===== config.mk =====
export PLATFORM = sky130hd
export DESIGN_NAME = sine_beep_generator_core
export DESIGN_NICKNAME = d
export VERILOG_FILES = /design/src/hdl/sbg_pkg.sv /design/src/hdl/sbg_divider.sv /design/src/hdl/sbg_scaler.sv /design/src/hdl/sine_beep_generator_core.sv
export SDC_FILE = /design/constraint.sdc
export NUM_CORES = 2
export LEC_CHECK = 0
export BUFFER_PORTS_ARGS = -buffer_cell sky130_fd_sc_hd__buf_2
export CAP_MARGIN = 10
export CELL_PAD_IN_SITES_DETAIL_PLACEMENT = 0
export CELL_PAD_IN_SITES_GLOBAL_PLACEMENT = 2
export CORE_MARGIN = 3
export CORE_UTILIZATION = 39
export DETAILED_ROUTE_END_ITERATION = 8
export PLACE_DENSITY = 0.77
export SLEW_MARGIN = 20
export SYNTH_ARGS = -nofsm -noshare
export SYNTH_HDL_FRONTEND = slang
export SYNTH_SLANG_ARGS = --single-unit

===== constraint.sdc =====
create_clock -name clk_i -period 6.55 [get_ports clk_i]
set_input_delay 1.6375 -clock clk_i [delete_from_list [all_inputs] [get_ports clk_i]]
set_output_delay 1.6375 -clock clk_i [all_outputs]
set_load 0.02 [all_outputs]

===== src/hdl/sbg_pkg.sv =====
`timescale 1ns / 1ps
// ----------------------------------------------------------------------------
// sbg_pkg
// Shared types, widths, constants and the sine table of the beep generator.
// ----------------------------------------------------------------------------
package sbg_pkg;

  localparam int unsigned TableDepth  = 64;
  localparam int unsigned PhaseW      = 6;
  localparam int unsigned SampleW     = 16;
  localparam int unsigned LeftW       = 22;
  localparam int unsigned VolW        = 7;
  localparam int unsigned FreqW       = 15;
  localparam int unsigned DurW        = 16;
  localparam int unsigned BeepVolW    = 8;
  localparam int unsigned RateW       = 16;
  localparam int unsigned DivW        = 32;
  localparam int unsigned DivisorW    = 16;
  localparam int unsigned CfgIdxW     = 2;

  localparam logic [CfgIdxW-1:0] CfgSampleRate = 2'd0;
  localparam logic [CfgIdxW-1:0] CfgBaseVolume = 2'd1;
  localparam logic [CfgIdxW-1:0] CfgStereoMode = 2'd2;

  localparam logic OpStart = 1'b0;
  localparam logic OpTick  = 1'b1;

  localparam logic [RateW-1:0]    RateReset    = 16'd8000;
  localparam logic [VolW-1:0]     BaseVolReset = 7'd80;
  localparam logic [BeepVolW-1:0] MaxPercent   = 8'd100;
  localparam logic [DivisorW-1:0] MsPerSecond  = 16'd1000;
  localparam logic [DivW-1:0]     LeftMax      = 32'd4194303;

  // reciprocal of 100 for magnitudes below 2^22
  localparam int unsigned  MagW      = 22;
  localparam int unsigned  RecipW    = 23;
  localparam int unsigned  RecipSh   = 29;
  localparam logic [RecipW-1:0] Recip100 = 23'd5368710;

  // reciprocal of 125 for the length; the product first drops three bits
  localparam int unsigned  LenDropSh  = 3;
  localparam int unsigned  LenMagW    = DivW - LenDropSh;
  localparam int unsigned  Recip125W  = 30;
  localparam int unsigned  Recip125Sh = 36;
  localparam logic [Recip125W-1:0] Recip125 = 30'd549755814;

  localparam logic signed [SampleW-1:0] SatHi = 16'sd32767;
  localparam logic signed [SampleW-1:0] SatLo = -16'sd32768;

  localparam logic signed [SampleW-1:0] SINE_ROM [TableDepth] = '{
    16'sd0, 16'sd3212, 16'sd6393, 16'sd9512, 16'sd12540, 16'sd15446, 16'sd18205, 16'sd20787,
    16'sd23170, 16'sd25330, 16'sd27246, 16'sd28899, 16'sd30273, 16'sd31357, 16'sd32138,
    16'sd32610,
    16'sd32767, 16'sd32610, 16'sd32138, 16'sd31357, 16'sd30273, 16'sd28899, 16'sd27246,
    16'sd25330,
    16'sd23170, 16'sd20787, 16'sd18205, 16'sd15446, 16'sd12540, 16'sd9512, 16'sd6393,
    16'sd3212,
    16'sd0, -16'sd3212, -16'sd6393, -16'sd9512, -16'sd12540, -16'sd15446, -16'sd18205,
    -16'sd20787,
    -16'sd23170, -16'sd25330, -16'sd27246, -16'sd28899, -16'sd30273, -16'sd31357,
    -16'sd32138, -16'sd32610,
    -16'sd32767, -16'sd32610, -16'sd32138, -16'sd31357, -16'sd30273, -16'sd28899,
    -16'sd27246, -16'sd25330,
    -16'sd23170, -16'sd20787, -16'sd18205, -16'sd15446, -16'sd12540, -16'sd9512,
    -16'sd6393, -16'sd3212
  };

  typedef struct packed {
    logic                start;
    logic [DivW-1:0]     dividend;
    logic [DivisorW-1:0] divisor;
  } div_req_t;

  typedef struct packed {
    logic            done;
    logic [DivW-1:0] quotient;
  } div_rsp_t;

endpackage


===== src/hdl/sbg_divider.sv =====
`timescale 1ns / 1ps
// ----------------------------------------------------------------------------
// sbg_divider
// Restoring divider, one quotient bit per cycle, used by the start sequence.
// ----------------------------------------------------------------------------
module sbg_divider (
  input  logic              clk_i,
  input  logic              rst_ni,
  input  sbg_pkg::div_req_t req_i,
  output sbg_pkg::div_rsp_t rsp_o
);

  localparam int unsigned CntW = $clog2(sbg_pkg::DivW);

  logic                          busy_q, busy_d;
  logic                          done_q, done_d;
  logic [CntW-1:0]               cnt_q, cnt_d;
  logic [sbg_pkg::DivW-1:0]      quo_q, quo_d;
  logic [sbg_pkg::DivisorW-1:0]  rem_q, rem_d;
  logic [sbg_pkg::DivisorW-1:0]  dvs_q, dvs_d;
  logic [sbg_pkg::DivisorW:0]    trial;
  logic [sbg_pkg::DivisorW:0]    diff;

  assign trial = {rem_q, quo_q[sbg_pkg::DivW-1]};
  assign diff  = trial - {1'b0, dvs_q};

  always_comb begin
    busy_d = busy_q;
    done_d = 1'b0;
    cnt_d  = cnt_q;
    quo_d  = quo_q;
    rem_d  = rem_q;
    dvs_d  = dvs_q;
    if (req_i.start && !busy_q) begin
      busy_d = 1'b1;
      cnt_d  = CntW'(sbg_pkg::DivW - 1);
      quo_d  = req_i.dividend;
      rem_d  = '0;
      dvs_d  = req_i.divisor;
    end else if (busy_q) begin
      if (trial >= {1'b0, dvs_q}) begin
        rem_d = diff[sbg_pkg::DivisorW-1:0];
        quo_d = {quo_q[sbg_pkg::DivW-2:0], 1'b1};
      end else begin
        rem_d = trial[sbg_pkg::DivisorW-1:0];
        quo_d = {quo_q[sbg_pkg::DivW-2:0], 1'b0};
      end
      cnt_d = cnt_q - 1'b1;
      if (cnt_q == '0) begin
        busy_d = 1'b0;
        done_d = 1'b1;
      end
    end
  end

  always_ff @(posedge clk_i or negedge rst_ni) begin
    if (!rst_ni) begin
      busy_q <= 1'b0;
      done_q <= 1'b0;
      cnt_q  <= '0;
    end else begin
      busy_q <= busy_d;
      done_q <= done_d;
      cnt_q  <= cnt_d;
    end
  end

  always_ff @(posedge clk_i) begin
    quo_q <= quo_d;
    rem_q <= rem_d;
    dvs_q <= dvs_d;
  end

  assign rsp_o.done     = done_q;
  assign rsp_o.quotient = quo_q;

endmodule


===== src/hdl/sbg_scaler.sv =====
`timescale 1ns / 1ps
// ----------------------------------------------------------------------------
// sbg_scaler
// Sine lookup, volume multiply, divide by 100 and saturation over three stages.
// ----------------------------------------------------------------------------
module sbg_scaler (
  input  logic                               clk_i,
  input  logic [sbg_pkg::PhaseW-1:0]         phase_i,
  input  logic [sbg_pkg::VolW-1:0]           vol_i,
  output logic signed [sbg_pkg::SampleW-1:0] sample_o
);

  localparam int unsigned ProdW = sbg_pkg::SampleW + sbg_pkg::VolW + 1;
  localparam int unsigned MqW   = sbg_pkg::MagW + sbg_pkg::RecipW;

  logic signed [sbg_pkg::SampleW-1:0] raw_q;
  logic [sbg_pkg::VolW-1:0]           vol_q;
  logic signed [ProdW-1:0]            prod;
  logic signed [ProdW-1:0]            prod_abs;
  logic [sbg_pkg::MagW-1:0]           mag_q;
  logic                               neg_q, neg2_q;
  logic [MqW-1:0]                     mq_q;
  logic [sbg_pkg::SampleW-1:0]        quo;

  assign prod     = ProdW'(raw_q) * ProdW'($signed({1'b0, vol_q}));
  assign prod_abs = prod[ProdW-1] ? -prod : prod;

  always_ff @(posedge clk_i) begin
    raw_q  <= sbg_pkg::SINE_ROM[phase_i];
    vol_q  <= vol_i;
    mag_q  <= prod_abs[sbg_pkg::MagW-1:0];
    neg_q  <= prod[ProdW-1];
    mq_q   <= MqW'(mag_q) * MqW'(sbg_pkg::Recip100);
    neg2_q <= neg_q;
  end

  assign quo = mq_q[sbg_pkg::RecipSh +: sbg_pkg::SampleW];

  always_comb begin
    if (!neg2_q) begin
      sample_o = (quo > sbg_pkg::SatHi) ? sbg_pkg::SatHi : $signed(quo);
    end else begin
      sample_o = (quo > sbg_pkg::SatHi) ? sbg_pkg::SatLo : -$signed(quo);
    end
  end

endmodule


===== src/hdl/sine_beep_generator_core.sv =====
`timescale 1ns / 1ps
// ----------------------------------------------------------------------------
// sine_beep_generator_core
// Sine beep synthesis from a 64-entry table with start and tick items.
// ----------------------------------------------------------------------------
//  channel   signals                 contents
//  s_axis    tvalid tready tdata     tdata: tone_freq, beep_len_ms, beep_volume
//            tuser                   tuser: op (0 start, 1 tick)
//  m_axis    tvalid tready tdata     tdata: left_sample, right_sample
//            tlast                   tlast: last_sample
//  cfg       we index wdata          0 out_rate, 1 base_volume, 2 stereo_mode
//
//  a tick item passes through accept, three scaler stages and output load
//  a start item runs accept with the rate by length multiply, then the length
//  by reciprocal multiply, then the divider, which only the start sequence uses
//  a start at zero rate skips the divider; an ignored start or idle tick ends at accept
//  a tick stalls at output load while the previous result waits for tready
//  reset returns all control state to its reset values; the sine table is constant
// ----------------------------------------------------------------------------
module sine_beep_generator_core (
  input  logic                          clk_i,
  input  logic                          rst_ni,
  input  logic                          s_axis_tvalid,
  output logic                          s_axis_tready,
  input  logic [39:0]                   s_axis_tdata,  // tone_freq, beep_len_ms, beep_volume
  input  logic                          s_axis_tuser,  // op
  output logic                          m_axis_tvalid,
  input  logic                          m_axis_tready,
  output logic [31:0]                   m_axis_tdata,  // left_sample, right_sample
  output logic                          m_axis_tlast,
  input  logic                          cfg_we_i,
  input  logic [sbg_pkg::CfgIdxW-1:0]   cfg_index_i,
  input  logic [sbg_pkg::RateW-1:0]     cfg_wdata_i
);

  localparam logic [2:0] StIdle = 3'd0;
  localparam logic [2:0] StMul  = 3'd1;
  localparam logic [2:0] StDivS = 3'd3;
  localparam logic [2:0] StTick = 3'd4;

  localparam int unsigned LenProdW = sbg_pkg::LenMagW + sbg_pkg::Recip125W;

  logic [2:0] state_q, state_d;

  logic [sbg_pkg::RateW-1:0]    rate_q;
  logic [sbg_pkg::VolW-1:0]     base_vol_q;
  logic                         stereo_q;

  logic [sbg_pkg::PhaseW-1:0]   phase_q, phase_d;
  logic [sbg_pkg::PhaseW-1:0]   step_q, step_d;
  logic [sbg_pkg::LeftW-1:0]    left_q, left_d;
  logic [sbg_pkg::VolW-1:0]     act_vol_q, act_vol_d;

  logic [sbg_pkg::DivW-1:0]     prod_q, prod_d;
  logic [sbg_pkg::FreqW-1:0]    freq_q, freq_d;
  logic [sbg_pkg::VolW-1:0]     pend_vol_q, pend_vol_d;
  logic [sbg_pkg::LeftW:0]      pend_left_q, pend_left_d;
  logic [LenProdW-1:0]          len_prod;

  logic [sbg_pkg::PhaseW-1:0]   tick_phase_q, tick_phase_d;
  logic [sbg_pkg::VolW-1:0]     tick_vol_q, tick_vol_d;
  logic                         tick_last_q, tick_last_d;
  logic [1:0]                   cnt_q, cnt_d;

  logic                         ov_q, ov_d;
  logic [sbg_pkg::SampleW-1:0]  ol_q, ol_d;
  logic [sbg_pkg::SampleW-1:0]  or_q, or_d;
  logic                         olast_q, olast_d;

  logic                         in_acc;
  logic                         op;
  logic [sbg_pkg::FreqW-1:0]    freq;
  logic [sbg_pkg::DurW-1:0]     dur;
  logic [sbg_pkg::BeepVolW-1:0] bvol;
  logic signed [sbg_pkg::SampleW-1:0] sample;
  logic                         out_free;

  sbg_pkg::div_req_t div_req;
  sbg_pkg::div_rsp_t div_rsp;

  assign op   = s_axis_tuser;
  assign freq = s_axis_tdata[14:0];
  assign dur  = s_axis_tdata[30:15];
  assign bvol = s_axis_tdata[38:31];

  assign s_axis_tready = (state_q == StIdle);
  assign in_acc        = s_axis_tvalid && s_axis_tready;
  assign out_free      = !ov_q || m_axis_tready;

  // length divided by 1000 as a drop of three bits and a multiply by 1/125
  assign len_prod = LenProdW'(prod_q[sbg_pkg::DivW-1:sbg_pkg::LenDropSh])
                  * LenProdW'(sbg_pkg::Recip125);

  sbg_divider u_div (
    .clk_i (clk_i),
    .rst_ni(rst_ni),
    .req_i (div_req),
    .rsp_o (div_rsp)
  );

  sbg_scaler u_scale (
    .clk_i   (clk_i),
    .phase_i (tick_phase_q),
    .vol_i   (tick_vol_q),
    .sample_o(sample)
  );

  always_comb begin
    state_d      = state_q;
    phase_d      = phase_q;
    step_d       = step_q;
    left_d       = left_q;
    act_vol_d    = act_vol_q;
    prod_d       = prod_q;
    freq_d       = freq_q;
    pend_vol_d   = pend_vol_q;
    pend_left_d  = pend_left_q;
    tick_phase_d = tick_phase_q;
    tick_vol_d   = tick_vol_q;
    tick_last_d  = tick_last_q;
    cnt_d        = cnt_q;
    ov_d         = ov_q && !m_axis_tready;
    ol_d         = ol_q;
    or_d         = or_q;
    olast_d      = olast_q;
    div_req      = '0;

    case (state_q)
      StIdle: begin
        if (in_acc) begin
          if (op == sbg_pkg::OpStart) begin
            if (freq != '0 && dur != '0) begin
              prod_d     = sbg_pkg::DivW'(rate_q) * sbg_pkg::DivW'(dur);
              freq_d     = freq;
              pend_vol_d = (bvol <= sbg_pkg::MaxPercent) ? bvol[sbg_pkg::VolW-1:0]
                                                         : base_vol_q;
              state_d    = StMul;
            end
          end else if (left_q != '0) begin
            tick_phase_d = phase_q;
            tick_vol_d   = act_vol_q;
            tick_last_d  = (left_q == sbg_pkg::LeftW'(1));
            left_d       = left_q - 1'b1;
            phase_d      = phase_q + step_q;
            cnt_d        = '0;
            state_d      = StTick;
          end
        end
      end
      StMul: begin
        pend_left_d = len_prod[sbg_pkg::Recip125Sh +: (sbg_pkg::LeftW + 1)];
        if (rate_q == '0) begin
          left_d    = '0;
          step_d    = sbg_pkg::PhaseW'(1);
          phase_d   = '0;
          act_vol_d = pend_vol_q;
          state_d   = StIdle;
        end else begin
          div_req.start    = 1'b1;
          div_req.dividend = sbg_pkg::DivW'({freq_q, {sbg_pkg::PhaseW{1'b0}}});
          div_req.divisor  = rate_q;
          state_d          = StDivS;
        end
      end
      StDivS: begin
        if (div_rsp.done) begin
          left_d    = pend_left_q[sbg_pkg::LeftW] ? sbg_pkg::LeftMax[sbg_pkg::LeftW-1:0]
                                                  : pend_left_q[sbg_pkg::LeftW-1:0];
          step_d    = (div_rsp.quotient == '0) ? sbg_pkg::PhaseW'(1)
                                               : div_rsp.quotient[sbg_pkg::PhaseW-1:0];
          phase_d   = '0;
          act_vol_d = pend_vol_q;
          state_d   = StIdle;
        end
      end
      StTick: begin
        if (cnt_q != 2'd3) begin
          cnt_d = cnt_q + 1'b1;
        end else if (out_free) begin
          ov_d    = 1'b1;
          ol_d    = sample;
          or_d    = stereo_q ? sample : '0;
          olast_d = tick_last_q;
          state_d = StIdle;
        end
      end
      default: begin
        state_d = StIdle;
      end
    endcase
  end

  always_ff @(posedge clk_i or negedge rst_ni) begin
    if (!rst_ni) begin
      state_q    <= StIdle;
      rate_q     <= sbg_pkg::RateReset;
      base_vol_q <= sbg_pkg::BaseVolReset;
      stereo_q   <= 1'b1;
      phase_q    <= '0;
      step_q     <= sbg_pkg::PhaseW'(1);
      left_q     <= '0;
      act_vol_q  <= '0;
      cnt_q      <= '0;
      ov_q       <= 1'b0;
    end else begin
      state_q   <= state_d;
      phase_q   <= phase_d;
      step_q    <= step_d;
      left_q    <= left_d;
      act_vol_q <= act_vol_d;
      cnt_q     <= cnt_d;
      ov_q      <= ov_d;
      if (cfg_we_i) begin
        case (cfg_index_i)
          sbg_pkg::CfgSampleRate: rate_q     <= cfg_wdata_i;
          sbg_pkg::CfgBaseVolume: base_vol_q <= cfg_wdata_i[sbg_pkg::VolW-1:0];
          sbg_pkg::CfgStereoMode: stereo_q   <= cfg_wdata_i[0];
          default: ;
        endcase
      end
    end
  end

  always_ff @(posedge clk_i) begin
    prod_q       <= prod_d;
    freq_q       <= freq_d;
    pend_vol_q   <= pend_vol_d;
    pend_left_q  <= pend_left_d;
    tick_phase_q <= tick_phase_d;
    tick_vol_q   <= tick_vol_d;
    tick_last_q  <= tick_last_d;
    ol_q         <= ol_d;
    or_q         <= or_d;
    olast_q      <= olast_d;
  end

  assign m_axis_tvalid = ov_q;
  assign m_axis_tdata  = {or_q, ol_q};
  assign m_axis_tlast  = olast_q;

endmodule

==> run metrics <==
status complete, but fails checks; failing checks negative setup slack; final setup violation count 29; #FFs+latches synth 326; CTS clk-pin slew, worst paths 0.06 ns; Core Box Area 0.123 sq mm; post-synthesis cell type count 93; final setup skew 0.0490 ns; CTS buffer count 40; Initial DRC Count about 1500; sequential area share after synthesis between 10% and 20%; Place WS -1.07 ns; Die Width roughly 360 microns; Area Overhead vs Synth 18.8%; Peak Freq between 100 and 150 MHz; max-slew headroom at the worst pin ~29%; Die H around 360 microns; Worst Path Max Fanout 5; post-DR wirelength/cell 17.5 microns; Post-Synthesis Cells a little under 5000; IO Pins 99; Startpoint Class flip-flop; cell area after synthesis a little under 0.05 sq mm; syn nets about 6500; Die Area between 0.1 and 0.15 sq mm; WL final around 120 mm; worst stage delay on the critical path approximately 0.54 ns; Top FF cell, synth edfxtp_1; dpl hpwl 104 mm; post-layout min period 7.04 ns; Max Slew Vio Count 0; Syn. warnings 0; Final Cycle Share 107%; endpoint type of the worst setup path flip-flop; CTS tree yes; EDFF count, synth about 170; Root Buffer clkbuf_16; Worst Hold Class flip-flop to flip-flop; Fin. Hold Viols 0; Async SR Flop Fraction between 20% and 30%; Avg Vias per Cell ~4.9; Most common cell on crit path fa_1; gr usage total about a fifth; NumNets Final roughly 7000; antenna-violating nets left 0; Worst Setup Slack, final -0.488 ns; Worst Tran Pin Value 1.06 ns; routability congestion estimate about 0.87; most common cell after layout, fill and taps aside inv_1; Initial Util 39.6%; Overflow after GRT 0; H-tree levels 2; Max-cap violations 0; minimum hold slack about 0.34 ns; RSZ-0062 raised after global routing yes; R2R setup slack -0.49 ns; pin count of the biggest net entering global routing 55; Critical Path AT around 7.4 ns; initial antenna violation count 3; IO buf count 97; via count between 30000 and 40000; Rows around 130; # DRC 0; first-pass GRT wire length between 200 and 250 mm; vias in the first global route ~37000; CTS sink cnt roughly 330; Detailed Routing Iterations Pass 1 5; clk_lat worst skew approximately 0.6 ns; commonest cells after routing, fill and taps aside inv_1, ha_1, fa_1; Critical Path RT 6.90 ns; Crit Path Category flip-flop to flip-flop; syn avg cell area roughly 9.9 sq um; crit path max-delay cell type fa_1; clock tree buffer depth 3; layout cells sized above 1 about a fifth
-- final timing paths --
kind | from | cells after the start | endpoint
setup reg to reg | prod_q[23] | 29 | pend_left_q[21]
hold reg to reg | tick_vol_q[0] | 0 | u_scale.vol_q[0]
max in group asynchronous | rst_ni | 2 | cnt_q[1]
min in group asynchronous | rst_ni | 1 | phase_q[4]
hold / removal | tick_vol_q[0] | 0 | u_scale.vol_q[0]
setup / recovery | prod_q[23] | 29 | pend_left_q[21]
-- critical path: cells and delay by family, from the launching register on --
kind | cells | cell delay [ns]
adder cells (fa/ha/maj) | 9 | 3.93
AO/OA/AOI/OAI | 7 | 1.15
buffers and inverters | 9 | 0.73
flip-flops | 1 | 0.39
AND/OR/NAND/NOR | 4 | 0.56
-- per-stage QoR --
stage	TNS, ns	cell area (sq um)	utilization [%]	instances
CTS	-7.80	57100	46.5	7068
finish	-7.46	57800	47.0	7085
detailed placement	-29.21	54100	44.1	6940
floorplan	-4.99	48900	-	4920
global placement	-29.63	54100	44.1	6940
global route	-13.97	57800	47.0	7084
-- synth_stat cells (6+ instances only) --
cell	instances	share of area, %
fa_1	725	30
o21ai_1	12	0.12
o22ai_1	18	0.23
a31oi_1	19	0.24
nand2_1	377	2.9
a22o_1	30	0.54
a311oi_1	6	0.11
a21boi_0	7	0.11
mux2_2	47	1.1
nand2b_1	22	0.28
o21a_1	23	0.36
dfstp_2	10	0.54
mux2i_1	13	0.27
o21bai_1	11	0.17
inv_1	1161	9.0
o21ai_0	164	1.7
o31ai_1	10	0.15
dfxtp_1	79	3.3
nand4_1	19	0.24
and4_1	6	0.11
a21o_1	52	0.80
and3_1	21	0.27
nand3_1	30	0.31
nor3b_1	7	0.11
ha_1	788	20
a21oi_1	145	1.5
dfrtp_1	68	3.5
clkbuf_1	117	0.90
edfxtp_1	169	10
nor2b_1	46	0.59
a211oi_1	17	0.26
buf_2	9	0.093
and2_1	191	2.5
o21ai_2	6	0.11
a21oi_2	6	0.11
nor4_1	27	0.35
xor2_1	52	0.94
o211ai_1	19	0.29
or3_1	14	0.18
xnor2_1	78	1.4
nor2_1	155	1.2
nor3_1	41	0.42
-- repair_timing --
item | 4_1_cts | 5_1_grt
hold buffers | 0 | 0
resized for setup | 234 | 124
buffers inserted | 56 | 18
endpoints found under the setup margin | 39 | 40
pin swaps | 96 | 93
-- cell type report --
| cell class | count | area, sq um |
|---|---|---|
| multi-input cells | 3295 | 36700 |
| clock inverters | 24 | 349 |
| flip-flops and latches | 326 | 8650 |
| well taps | 1625 | 2030 |
| inverters | 1161 | 4360 |
| clock buffers | 50 | 1050 |
| diodes | 1 | 2.50 |
| repair buffers | 603 | 4600 |
| fillers | 11600 | 65100 |
-- cells by family after synthesis --
| logic type | Yosys count | share of synthesized area (%) |
|---|---|---|
| flops | 326 | 17.7 |
| mux | 65 | 1.59 |
| simple gates | 979 | 9.86 |
| fa+ha+maj | 1513 | 50.1 |
| xor+xnor | 131 | 2.38 |
| buf+inv | 1299 | 10.2 |
| compound gates | 607 | 8.11 |
-- flip-flops by register name, indices dropped and copies added, names as in the netlist, 22 cells and up --
register / flops
prod_q: 29
pend_left_q: 23
left_q: 22
u_div.quo_q: 32
u_scale.mag_q: 22
-- routing by layer --
metal	part of all wire, %	track usage, %	vias up	routed length (microns)
met2	50	33.8	407	61600
met5	0.023	0	-	28
met4	2.6	5.47	4	3230
met1	45	26.2	17400	55400
li1	-	-	16700	-
met3	3.0	2.03	134	3770
Power is left out: the tool's default activity adds up to more than one toggle a clock period on the data nets, which glitch-free logic cannot reach.
